[src/rtl/tmbb_pkg.sv]
// Shared types, constants and saturation helpers for the mesh bounding box block.
package tmbb_pkg;

  localparam int unsigned COORD_W         = 32;
  localparam int unsigned COORD_FRAC_BITS = 16;
  localparam int unsigned PROD_W          = 2 * COORD_W - COORD_FRAC_BITS;
  localparam int unsigned SUM_W           = PROD_W + 2;
  localparam int unsigned QUEUE_DEPTH     = 4;
  localparam int unsigned QUEUE_AW        = 2;
  localparam int unsigned CFG_IDX_W       = 3;

  typedef logic signed [COORD_W-1:0]   coord_t;
  typedef logic signed [2*COORD_W-1:0] wide_t;
  typedef logic signed [PROD_W-1:0]    prod_t;
  typedef logic signed [SUM_W-1:0]     sum_t;
  typedef logic signed [COORD_W:0]     coord_ext_t;

  localparam coord_t COORD_MAX = {1'b0, {(COORD_W-1){1'b1}}};
  localparam coord_t COORD_MIN = {1'b1, {(COORD_W-1){1'b0}}};
  localparam coord_t COORD_ONE = coord_t'(64'sd1 << COORD_FRAC_BITS);

  typedef enum logic [CFG_IDX_W-1:0] {
    CFG_M_XX       = 3'd0,
    CFG_M_XY       = 3'd1,
    CFG_M_YX       = 3'd2,
    CFG_M_YY       = 3'd3,
    CFG_SHIFT_X    = 3'd4,
    CFG_SHIFT_Y    = 3'd5,
    CFG_FAT_RADIUS = 3'd6
  } tmbb_cfg_idx_e;

  typedef struct packed {
    coord_t m_xx;
    coord_t m_xy;
    coord_t m_yx;
    coord_t m_yy;
    coord_t shift_x;
    coord_t shift_y;
    coord_t fat_radius;
  } tmbb_cfg_t;

  typedef struct packed {
    coord_t min_x;
    coord_t min_y;
    coord_t max_x;
    coord_t max_y;
  } tmbb_box_t;

  typedef struct packed {
    tmbb_box_t box;
    logic      mesh_end;
  } tmbb_poly_t;

  localparam tmbb_box_t BOX_EMPTY = '{
    min_x: COORD_MAX, min_y: COORD_MAX, max_x: COORD_MIN, max_y: COORD_MIN
  };

  // Clamp a one-bit-grown sum to the coordinate range.
  function automatic coord_t sat_ext(coord_ext_t s);
    coord_t r;
    if (s[COORD_W] != s[COORD_W-1]) begin
      r = s[COORD_W] ? COORD_MIN : COORD_MAX;
    end else begin
      r = s[COORD_W-1:0];
    end
    return r;
  endfunction

  // Clamp a transform sum to the coordinate range.
  function automatic coord_t sat_sum(sum_t s);
    logic [SUM_W-COORD_W:0] hi;
    coord_t                 r;
    hi = s[SUM_W-1:COORD_W-1];
    if ((&hi) || (~|hi)) begin
      r = s[COORD_W-1:0];
    end else begin
      r = s[SUM_W-1] ? COORD_MIN : COORD_MAX;
    end
    return r;
  endfunction

endpackage

[src/rtl/tmbb_queue.sv]
// Short polygon queue between the front and back parts.
module tmbb_queue (
  input  logic                 clk_i,
  input  logic                 rst_ni,
  input  logic                 push_i,
  input  tmbb_pkg::tmbb_poly_t push_data_i,
  output logic                 full_o,
  input  logic                 pop_i,
  output logic                 valid_o,
  output tmbb_pkg::tmbb_poly_t pop_data_o
);
  import tmbb_pkg::*;

  tmbb_poly_t            mem_q [QUEUE_DEPTH];
  logic [QUEUE_AW-1:0]   wr_ptr_q, wr_ptr_d;
  logic [QUEUE_AW-1:0]   rd_ptr_q, rd_ptr_d;
  logic [QUEUE_AW:0]     cnt_q, cnt_d;

  assign full_o     = cnt_q == (QUEUE_AW+1)'(QUEUE_DEPTH);
  assign valid_o    = cnt_q != '0;
  assign pop_data_o = mem_q[rd_ptr_q];

  always_comb begin
    wr_ptr_d = push_i ? wr_ptr_q + QUEUE_AW'(1) : wr_ptr_q;
    rd_ptr_d = pop_i  ? rd_ptr_q + QUEUE_AW'(1) : rd_ptr_q;
    cnt_d    = cnt_q + (QUEUE_AW+1)'(push_i) - (QUEUE_AW+1)'(pop_i);
  end

  always_ff @(posedge clk_i) begin
    if (push_i) begin
      mem_q[wr_ptr_q] <= push_data_i;
    end
  end

  always_ff @(posedge clk_i or negedge rst_ni) begin
    if (!rst_ni) begin
      wr_ptr_q <= '0;
      rd_ptr_q <= '0;
      cnt_q    <= '0;
    end else begin
      wr_ptr_q <= wr_ptr_d;
      rd_ptr_q <= rd_ptr_d;
      cnt_q    <= cnt_d;
    end
  end

  a_no_overflow: assert property (@(posedge clk_i) disable iff (!rst_ni)
    push_i |-> !full_o || pop_i)
    else $error("push into full polygon queue");

  a_no_underflow: assert property (@(posedge clk_i) disable iff (!rst_ni)
    pop_i |-> cnt_q != '0)
    else $error("pop from empty polygon queue");

endmodule

[config.mk]
export PLATFORM = sky130hd
export DESIGN_NAME = tmbb_queue
export DESIGN_NICKNAME = d
export VERILOG_FILES = /design/src/rtl/tmbb_pkg.sv /design/src/rtl/tmbb_queue.sv
export SDC_FILE = /design/constraint.sdc
export NUM_CORES = 1
export LEC_CHECK = 0
export ABC_AREA = 1
export BUFFER_PORTS_ARGS = -buffer_cell sky130_fd_sc_hd__buf_2
export CAP_MARGIN = 5
export CORE_ASPECT_RATIO = 0.6
export CORE_MARGIN = 2
export CORE_UTILIZATION = 36
export DETAILED_ROUTE_END_ITERATION = 6
export PLACE_DENSITY_LB_ADDON = 0.25
export SETUP_SLACK_MARGIN = 0.02
export SLEW_MARGIN = 20
export SYNTH_ARGS = -nofsm -noshare
export SYNTH_HDL_FRONTEND = slang
export SYNTH_SLANG_ARGS = --single-unit
[constraint.sdc]
create_clock -name clk_i -period 3.3 [get_ports clk_i]
set_input_delay 0.66 -clock clk_i [delete_from_list [all_inputs] [get_ports clk_i]]
set_output_delay 0.66 -clock clk_i [all_outputs]
set_load 0.03 [all_outputs]
==> results.tsv <==
metric	value	unit
outcome	complete, no violations	
synth_top_flop_cell	edfxtp_1	
crit_required	2640	ps
drive_gt1_share	15.5	%
core-area	60900	µm²
antenna_found_initial	8	
routed_via_density	4.28	
r2r_end	mem_q[3][86]	
irDropWorstVdd	891	µV
hold_end	mem_q[3][18]	
reg2reg_depth	4	
powerDensity	946	nW/µm²
num_rows	70	
fin_skew	22.1	ps
ys_types	16	
hp-start	push_data_i[18]	
setup_viol	0	
cts-htree-levels	2	
die_h	196	µm
wl	47.9	mm
cts_sinks	523	
grt_pass1_vias	13300	
hold_viol	0	
synth_edf_count	516	
yosysTopAreaCellShare	70.0	%
startpoint_type	flip-flop	
holdPathStages	1	
initial_utilization	36.4	%
grt_pass1_wl	74.7	mm
synth_area_leaders	edfxtp_1 70%, nand2_1 11%, inv_1 9.0%	
rsz0062_at_grt	false	
place_congestion	0.730	
period_needed	3040	ps
root_buffer	clkbuf_16	
maxSlewHeadroom	39.8	%
tritoncts.num_buffers	51	
yosys_warnings	0	
layout_setup_ws	260	ps
synth_area_leader_cell	edfxtp_1	
cts.repair.resized	0	
path_class	flip-flop to primary output	
io_pins	264	
ys_seq_elements	523	
endpoint_kind	primary output	
yosysMostFrequentCell	nand2_1	
synth-async-reset-ratio	1.34	%
ys_seq_area_share	70.8	%
firstDrtPassIters	5	
power	24.5	mW
postSynthAreaPerCell	10.7	µm²
cp_max_fo	77	
netlist_instances	2067	
dp_hpwl	27.0	mm
drcViolationCount	0	
slew_viol_final	0	
tightest_slew	903	ps
globalRouteTotalUtil	15.2	%
initialDrtViolationCount	823	
port_buffers	263	
cp.arrival	2380	ps
cts.path.max_buffers	3	
die_area	63600	µm²
hp-class	input port to flip-flop	
n_fill_cell	5763	
fin_tns_setup	0	ps
grt_max_degree	139	
die_width	324	µm
ant_nets	0	
reg2reg_from	wr_ptr_q[0]	
timing.final.crit_share	92.1	%
reg2reg_slack	1380	ps
cts_tree	yes	
p_leak	11.9	nW
via_count	13600	
synth_commonest_cells	656 x nand2_1, 529 x inv_1, 516 x edfxtp_1	
finalNetCount	2460	
dp_slack	839	ps
synth_nets	2207	
max_freq	0.329	GHz
synthesis.area	22100	µm²
avgRoutedWirePerCell	15.0	µm
syn2layout_area_growth	17.0	%
overflow	0	
clk_latency	590	ps
clk_pin_slew	60	ps
maxCapViolations	0	
==> critical path, stage by stage (launching register included) <==
cell and delay, ps:
dfrtp_4 550, inv_8 430, buf_4 370, nand2_1 80, nand3_1 70, nand2_1 90, buf_2 190
==> flip-flops by register name, summed over array words and instances, names as in the netlist <==
signal	flops
mem_q	516
wr_ptr_q	2
rd_ptr_q	2
cnt_q	3
==> worst max path at each step <==
stage,end,startpoint,cells after the start,slack [ps]
2_1_floorplan,mem_q[2][0],push_i,3,80
3_3_place_gp,pop_data_o[112],rd_ptr_q[0],6,860
3_5_place_dp,pop_data_o[112],rd_ptr_q[0],6,840
4_1_cts,pop_data_o[112],rd_ptr_q[0],6,170
5_1_grt,pop_data_o[112],rd_ptr_q[0],6,50
6_report,pop_data_o[112],rd_ptr_q[0],6,260
==> logic make-up (layout without fill, tap and decap cells) <==
family,count (synthesis),after routing,synth area share (%)
simple gates,917,917,17.0
compound gates,1,1,0.0226
fa+ha+maj,7,7,0.429
other cells,0,2,0
xor+xnor,3,3,0.119
buf+inv,616,907,11.6
flops,523,523,70.8
==> layout by cell type (no fill, tap or decap), types with 3 or more instances in the layout <==
| cell | synthesis | final |
|---|---|---|
| clkbuf_1 | 4 | 10 |
| clkinv_1 | 0 | 9 |
| buf_2 | 51 | 263 |
| bufinv_16 | 0 | 3 |
| buf_4 | 5 | 6 |
| ha_1 | 6 | 6 |
| clkbuf_16 | 0 | 53 |
| nand2_1 | 656 | 656 |
| dfrtp_1 | 7 | 5 |
| nand3_1 | 260 | 260 |
| clkinv_2 | 0 | 12 |
| clkinvlp_4 | 0 | 6 |
| edfxtp_1 | 516 | 516 |
| buf_12 | 0 | 16 |
| xor2_1 | 3 | 3 |
| inv_1 | 529 | 524 |
==> per-stage QoR <==
| stage | util (%) | std cells | hold slack (ps) | instance area (µm²) |
|---|---|---|---|---|
| final | 42.5 | 3188 | 285 | 25900 |
| after global routing | 42.5 | 3187 | 239 | 25900 |
| after CTS | 42.5 | 3186 | 225 | 25900 |
| after detailed placement | 39.9 | 3094 | 505 | 24300 |
| after global placement | 39.9 | 3094 | 493 | 24300 |
| after floorplan | - | 2067 | 364 | 22200 |
==> final cells by class <==
type | instances | area [µm²] | share of cell area [%]
inverters | 530 | 2010 | 7.78
clock buffers | 63 | 1360 | 5.27
clock inverters | 28 | 216 | 0.836
well taps | 828 | 1040 | 4.00
flip-flops and latches | 523 | 15700 | 60.5
multi-input cells | 928 | 3890 | 15.0
diodes | 2 | 5.00 | 0.0193
repair buffers | 286 | 1690 | 6.53
==> power breakdown <==
part	internal, mW	total [mW]	switching, mW
Combinational	2.57	9.89	7.32
Clock	3.16	5.59	2.43
Sequential	8.68	9.02	0.336
Total	14.4	24.5	10.1
==> timing repair <==
| item | CTS | global route |
|---|---|---|
| endpoints found under the hold margin | 7 | 0 |
| setup buffers | 0 | 0 |
| hold buffers | 1 | 0 |
==> routing by layer <==
layer / share of wire (%) / vias to the layer above / track usage (%)
li1: - / 6946 / -
met1: 45 / 6342 / 20.3
met2: 47 / 285 / 24.9
met3: 6.4 / 66 / 3.81
met4: 1.6 / 8 / 3.58
met5: 0.11 / - / 0
(Power assumes the default switching activity.)
