### src/rtl/tmbb_pkg.sv
// Shared types, constants and saturation helpers for the mesh bounding box block.
package tmbb_pkg;

  localparam int unsigned COORD_W         = 32;
  localparam int unsigned COORD_FRAC_BITS = 16;
  localparam int unsigned PROD_W          = 2 * COORD_W - COORD_FRAC_BITS;
  localparam int unsigned SUM_W           = PROD_W + 2;
  localparam int unsigned QUEUE_DEPTH     = 4;
  localparam int unsigned QUEUE_AW        = 2;
  localparam int unsigned CFG_IDX_W       = 3;

  typedef logic signed [COORD_W-1:0]   coord_t;
  typedef logic signed [2*COORD_W-1:0] wide_t;
  typedef logic signed [PROD_W-1:0]    prod_t;
  typedef logic signed [SUM_W-1:0]     sum_t;
  typedef logic signed [COORD_W:0]     coord_ext_t;

  localparam coord_t COORD_MAX = {1'b0, {(COORD_W-1){1'b1}}};
  localparam coord_t COORD_MIN = {1'b1, {(COORD_W-1){1'b0}}};
  localparam coord_t COORD_ONE = coord_t'(64'sd1 << COORD_FRAC_BITS);

  typedef enum logic [CFG_IDX_W-1:0] {
    CFG_M_XX       = 3'd0,
    CFG_M_XY       = 3'd1,
    CFG_M_YX       = 3'd2,
    CFG_M_YY       = 3'd3,
    CFG_SHIFT_X    = 3'd4,
    CFG_SHIFT_Y    = 3'd5,
    CFG_FAT_RADIUS = 3'd6
  } tmbb_cfg_idx_e;

  typedef struct packed {
    coord_t m_xx;
    coord_t m_xy;
    coord_t m_yx;
    coord_t m_yy;
    coord_t shift_x;
    coord_t shift_y;
    coord_t fat_radius;
  } tmbb_cfg_t;

  typedef struct packed {
    coord_t min_x;
    coord_t min_y;
    coord_t max_x;
    coord_t max_y;
  } tmbb_box_t;

  typedef struct packed {
    tmbb_box_t box;
    logic      mesh_end;
  } tmbb_poly_t;

  localparam tmbb_box_t BOX_EMPTY = '{
    min_x: COORD_MAX, min_y: COORD_MAX, max_x: COORD_MIN, max_y: COORD_MIN
  };

  // Clamp a one-bit-grown sum to the coordinate range.
  function automatic coord_t sat_ext(coord_ext_t s);
    coord_t r;
    if (s[COORD_W] != s[COORD_W-1]) begin
      r = s[COORD_W] ? COORD_MIN : COORD_MAX;
    end else begin
      r = s[COORD_W-1:0];
    end
    return r;
  endfunction

  // Clamp a transform sum to the coordinate range.
  function automatic coord_t sat_sum(sum_t s);
    logic [SUM_W-COORD_W:0] hi;
    coord_t                 r;
    hi = s[SUM_W-1:COORD_W-1];
    if ((&hi) || (~|hi)) begin
      r = s[COORD_W-1:0];
    end else begin
      r = s[SUM_W-1] ? COORD_MIN : COORD_MAX;
    end
    return r;
  endfunction

endpackage

### src/rtl/tmbb_vtx_if.sv
// Vertex channel: valid/ready handshake carrying one mesh vertex per beat.
interface tmbb_vtx_if;
  logic                  valid;
  logic                  ready;
  logic signed [31:0]    vx;
  logic signed [31:0]    vy;
  logic                  poly_end;
  logic                  mesh_end;

  modport source (output valid, output vx, output vy, output poly_end, output mesh_end,
                  input ready);
  modport sink   (input valid, input vx, input vy, input poly_end, input mesh_end,
                  output ready);
endinterface

### src/rtl/tmbb_front.sv
// Front part: grows the polygon box per vertex and hands closed polygons to the queue.
module tmbb_front (
  input  logic                clk_i,
  input  logic                rst_ni,
  tmbb_vtx_if.sink            vtx_i,
  input  tmbb_pkg::coord_t    fat_radius_i,
  input  logic                full_i,
  output logic                push_o,
  output tmbb_pkg::tmbb_poly_t push_data_o
);
  import tmbb_pkg::*;

  tmbb_box_t poly_q, poly_d;
  tmbb_box_t grown;
  logic      accept;
  logic      close;

  assign vtx_i.ready = !full_i;
  assign accept      = vtx_i.valid && vtx_i.ready;
  assign close       = vtx_i.poly_end || vtx_i.mesh_end;

  always_comb begin
    coord_t lo_x, lo_y, hi_x, hi_y;
    lo_x  = sat_ext(coord_ext_t'(vtx_i.vx) - coord_ext_t'(fat_radius_i));
    lo_y  = sat_ext(coord_ext_t'(vtx_i.vy) - coord_ext_t'(fat_radius_i));
    hi_x  = sat_ext(coord_ext_t'(vtx_i.vx) + coord_ext_t'(fat_radius_i));
    hi_y  = sat_ext(coord_ext_t'(vtx_i.vy) + coord_ext_t'(fat_radius_i));
    grown = poly_q;
    // Negative radius: drop the vertex.
    if (!fat_radius_i[COORD_W-1]) begin
      if (lo_x < poly_q.min_x) grown.min_x = lo_x;
      if (lo_y < poly_q.min_y) grown.min_y = lo_y;
      if (hi_x > poly_q.max_x) grown.max_x = hi_x;
      if (hi_y > poly_q.max_y) grown.max_y = hi_y;
    end
  end

  assign push_o               = accept && close;
  assign push_data_o.box      = grown;
  assign push_data_o.mesh_end = vtx_i.mesh_end;

  always_comb begin
    poly_d = poly_q;
    if (accept) begin
      poly_d = close ? BOX_EMPTY : grown;
    end
  end

  always_ff @(posedge clk_i or negedge rst_ni) begin
    if (!rst_ni) begin
      poly_q <= BOX_EMPTY;
    end else begin
      poly_q <= poly_d;
    end
  end

  a_close_clears: assert property (@(posedge clk_i) disable iff (!rst_ni)
    accept && close |=> poly_q == BOX_EMPTY)
    else $error("polygon box not cleared after closing beat");

endmodule

### src/flat_wrapper.sv
// flat-port wrapper written by rule: the top's interface ports become plain ports
module tmbb_front_flat import tmbb_pkg::*;
  (clk_i, rst_ni, fat_radius_i, full_i, push_o, push_data_o, vtx_i_valid, vtx_i_vx, vtx_i_vy, vtx_i_poly_end, vtx_i_mesh_end, vtx_i_ready);
  tmbb_vtx_if vtx_i_i ();
  input  logic clk_i;
  input  logic rst_ni;
  input  tmbb_pkg::coord_t fat_radius_i;
  input  logic full_i;
  output logic push_o;
  output tmbb_pkg::tmbb_poly_t push_data_o;
  input wire logic [$bits(vtx_i_i.valid)-1:0] vtx_i_valid;
  input wire logic [$bits(vtx_i_i.vx)-1:0] vtx_i_vx;
  input wire logic [$bits(vtx_i_i.vy)-1:0] vtx_i_vy;
  input wire logic [$bits(vtx_i_i.poly_end)-1:0] vtx_i_poly_end;
  input wire logic [$bits(vtx_i_i.mesh_end)-1:0] vtx_i_mesh_end;
  output wire logic [$bits(vtx_i_i.ready)-1:0] vtx_i_ready;
  assign vtx_i_i.valid = vtx_i_valid;
  assign vtx_i_i.vx = vtx_i_vx;
  assign vtx_i_i.vy = vtx_i_vy;
  assign vtx_i_i.poly_end = vtx_i_poly_end;
  assign vtx_i_i.mesh_end = vtx_i_mesh_end;
  assign vtx_i_ready = vtx_i_i.ready;
  tmbb_front u_core (.clk_i(clk_i), .rst_ni(rst_ni), .vtx_i(vtx_i_i), .fat_radius_i(fat_radius_i), .full_i(full_i), .push_o(push_o), .push_data_o(push_data_o));
endmodule
### config.mk
export PLATFORM = sky130hd
export DESIGN_NAME = tmbb_front_flat
export DESIGN_NICKNAME = d
export VERILOG_FILES = /design/src/rtl/tmbb_pkg.sv /design/src/rtl/tmbb_vtx_if.sv /design/src/rtl/tmbb_front.sv /design/src/flat_wrapper.sv
export SDC_FILE = /design/constraint.sdc
export NUM_CORES = 1
export LEC_CHECK = 0
export BUFFER_PORTS_ARGS = -buffer_cell sky130_fd_sc_hd__buf_4
export CAP_MARGIN = 5
export CORE_ASPECT_RATIO = 0.8
export CORE_MARGIN = 5
export CORE_UTILIZATION = 45
export CTS_BUF_LIST = sky130_fd_sc_hd__clkbuf_4 sky130_fd_sc_hd__clkbuf_8 sky130_fd_sc_hd__clkbuf_16
export CTS_CLUSTER_SIZE = 16
export DETAILED_ROUTE_END_ITERATION = 16
export PLACE_DENSITY_LB_ADDON = 0.05
export SYNTH_ARGS = -nofsm -noshare
export SYNTH_HDL_FRONTEND = slang
export SYNTH_SLANG_ARGS = --single-unit
### constraint.sdc
create_clock -name clk_i -period 6.1 [get_ports clk_i]
set_input_delay 0.305 -clock clk_i [delete_from_list [all_inputs] [get_ports clk_i]]
set_output_delay 0.305 -clock clk_i [all_outputs]
set_load 0.01 [all_outputs]
==> flow_summary.yaml <==
synthesis:
  avgSynthCellArea_sq_um: 8.069
  syn_inst: 2214
  synth_edf_count: 0
  synth-xor-area-share_pct: 4.503
  ys_seq_area_share_pct: 18.38
  synth_mux_area_share_pct: 6.577
  async_flop_share_pct: 100.0
  ys_seq_elements: 128
  synthAdderAreaFrac_pct: 18.80
  synth_area_sq_mm: 0.01786
  yosysWarnings: 0
  synthDistinctLibCells: 93
  synth-simple-area-share_pct: 15.25
  synth_compound_area_share_pct: 28.44
  synthFlopType: "dfstp_2"
  synth_top_family_by_area: "compound AO/OA/AOI/OAI gates"
  synth_fp_nets: 2582
cts:
  clock_path_buffers: 2
  clock_sinks: 128
  clk_pin_slew_ns: 0.06
  cts_tree: "built"
  htree_levels: 4
  cts_buffers: 17
  clkLatencyLatePin_ns: 0.47
  root_buffer: "clkbuf_16"
global_routing:
  grt_max_degree: 72
  antenna_found_initial: 4
  grt_pass1_wl_um: 123500
  grt-ovfl-total: 0
  grt_pass1_vias: 21782
  grt_usage_pct: 35.84
floorplan:
  die_h_um: 188.2
  start_util_pct: 45.38
  ios: 233
  dieArea_sq_mm: 0.04381
  floorplan.rows: 65
  die_width_um: 232.8
  core_sq_mm: 0.03936
finish:
  fin_cells: 3669
  largest_reg_flops: 128
  n_fill_cell: 2923
  multi_input_area_sq_mm: 0.01526
  area_delta_synth_final_pct: 64.74
  num-nets-final: 3487
  drive_gt1_share_pct: 48.50
  final_cell_mix: "buf_4 (827), ha_1 (223), inv_1 (212)"
  final_common_cell: "buf_4"
  biggestRegsByFlops: "u_core.poly_q x128"
  seqCellArea_sq_mm: 0.003283
  regMostFlops: "u_core.poly_q"
timing:
  timing.final.ws_setup_ns: -0.5195
  finalCritPeriodShare_pct: 108.5
  tightest_slew_ns: 1.346
  relSlewSlack_pct: 10.09
  drv_slew: 0
  setup_viol: 133
  rsz0062_at_grt: "yes"
  hold_violations: 0
  fmax_mhz: 151.1
  fin_crit_ns: 6.620
  skew_ns: 0.01037
route:
  vias_per_cell: 5.936
  drc: 0
  ant_nets: 0
  wl_per_cell_um: 22.74
  routed-via-count: 21781
  routed_wl_um: 83430
  first_pass_iters: 7
  drtIter0Drc: 2011
power_and_ir_drop:
  p_int_mw: 5.922
  seq_power_share_pct: 10.6
  switching_share_pct: 42.41
  switchingPower_mw: 4.362
  total_power_mw: 10.28
  power_density_mw_per_mm2: 349.4
  clkPwrFrac_pct: 11.1
  combPwrFrac_pct: 78.2
  p_leak_nw: 14.21
  peakVddDrop_uv: 225.1
place:
  placedCellCount: 3435
  gp_congestion: 1.017
  dp_hpwl_um: 59970
  io_buffers: 232
  dp_slack_ns: -0.8048
job:
  drv_cap: 0
critical_path:
  crit_buf_inv: 4
  path_max_fanout: 7
  slowest_stage: "or4_4"
  cp.depth: 28
  start_kind: "input pin"
  worstSetupEndpointType: "output pin"
  cpMostUsedCell: "ha_4"
  critPathRequiredTime_ns: 5.79
  path_delay_family: "compound AO/OA/AOI/OAI gates"
  crit_path_max_incr_delay_ns: 0.61
  r2r_cells: 14
  arrival_ns: 6.31
  crit_type: "input pin to output pin"
run_status:
  status: "finished with violations"
  violations: "setup timing"
hold_path:
  min_path_type: "input pin to asynchronous set/reset pin"
==> cell type report <==
| type | instances | area share (%) |
|---|---|---|
| Tap cell | 536 | 2.279 |
| Multi-Input combinational cell | 1742 | 51.85 |
| Antenna cell | 1 | 0.008503 |
| Timing Repair Buffer | 1002 | 29.51 |
| Clock buffer | 23 | 1.684 |
| Clock inverter | 9 | 0.4464 |
| Sequential cell | 128 | 11.16 |
| Inverter | 228 | 3.061 |
==> logic make-up (layout without fill, tap and decap cells) <==
family,Yosys count,after routing
AO/OA/AOI/OAI,716,716
AND/OR/NAND/NOR,558,564
buffers and inverters,350,1262
adder cells (fa/ha/maj),266,266
flip-flops,128,128
multiplexers,105,105
XOR/XNOR,91,91
other,0,1
==> worst paths after layout <==
check,start,end,slack (ns)
worst max-delay path,fat_radius_i[1],push_data_o[65],-0.52
worst min-delay path,rst_ni,u_core.poly_q[95],0.01
worst max register to register,u_core.poly_q[94],u_core.poly_q[67],2.41
worst min register to register,u_core.poly_q[23],u_core.poly_q[23],0.51
max in group asynchronous,rst_ni,u_core.poly_q[127],4.65
min in group clk_i,vtx_i_poly_end,u_core.poly_q[95],0.39
==> what timing repair did <==
action                                  CTS  global route
pin swaps                               129           144
hold buffers                              0             0
setup buffers                           151            36
resized for setup                       357           217
gates cloned                             21             3
endpoints found under the setup margin  160           222
==> power by group through the flow <==
stage | clock network [mW] | logic, mW | registers [mW]
5_1_grt | 1.20 | 8.48 | 1.10
6_report | 1.15 | 8.05 | 1.09
4_1_cts | 1.15 | 7.26 | 1.08
2_1_floorplan | 0 | 3.08 | 1.07
3_3_place_gp | 0 | 5.66 | 1.09
3_5_place_dp | 0 | 5.75 | 1.09
==> worst reg2reg max path: cells and delay by family (launching register included) <==
family,cells,cell delay [ns]
and+or+nand+nor,5,1.76
AOI/OAI and AO/OA,4,0.60
DFF,1,0.54
buffers and inverters,4,0.41
adders and majority gates,1,0.30
==> synth_stat cells, drive strengths merged, types with 20 or more instances <==
cell type  count  area (sq um)
ha           262          3278
a21o          42         315.3
nand2b        33         209.0
o32a          31         310.3
nand3         31         155.2
buf           58         342.8
mux2          99          1115
a21oi        169         853.3
o31ai         35         262.8
nand2        114         427.9
dfstp         64          1682
a31oi         20         125.1
dfrtp         64          1602
nor2         175         661.9
nand4         34         212.7
o21a          28         211.5
nor3          57         295.3
nor2b         27         171.4
clkbuf        64         240.2
o211ai        30         225.2
inv          228         855.8
a211oi        25         197.7
xnor2         75         664.4
a22o          24         210.2
o21ai        120         600.6
o22a          31         271.5
==> routing by layer <==
| metal | wire [um] | GRT usage (%) |
|---|---|---|
| met1 | 34810 | 46.34 |
| met2 | 36570 | 54.84 |
| met3 | 9008 | 14.09 |
| met4 | 3013 | 11.97 |
| met5 | 27 | 0 |
==> per-stage QoR <==
step	instance area [sq um]	hold slack [ns]	TNS [ns]	utilization [%]
6_report	29430	0.01413	-36.35	74.77
5_1_grt	29430	0.07668	-57.63	74.77
4_1_cts	28220	0.02845	-19.21	71.69
3_3_place_gp	24560	0.4734	-101.70	62.40
3_5_place_dp	24560	0.4957	-126.62	62.40
2_1_floorplan	18290	0.009409	-1.210	-
Power figures use the tool's default switching activity.
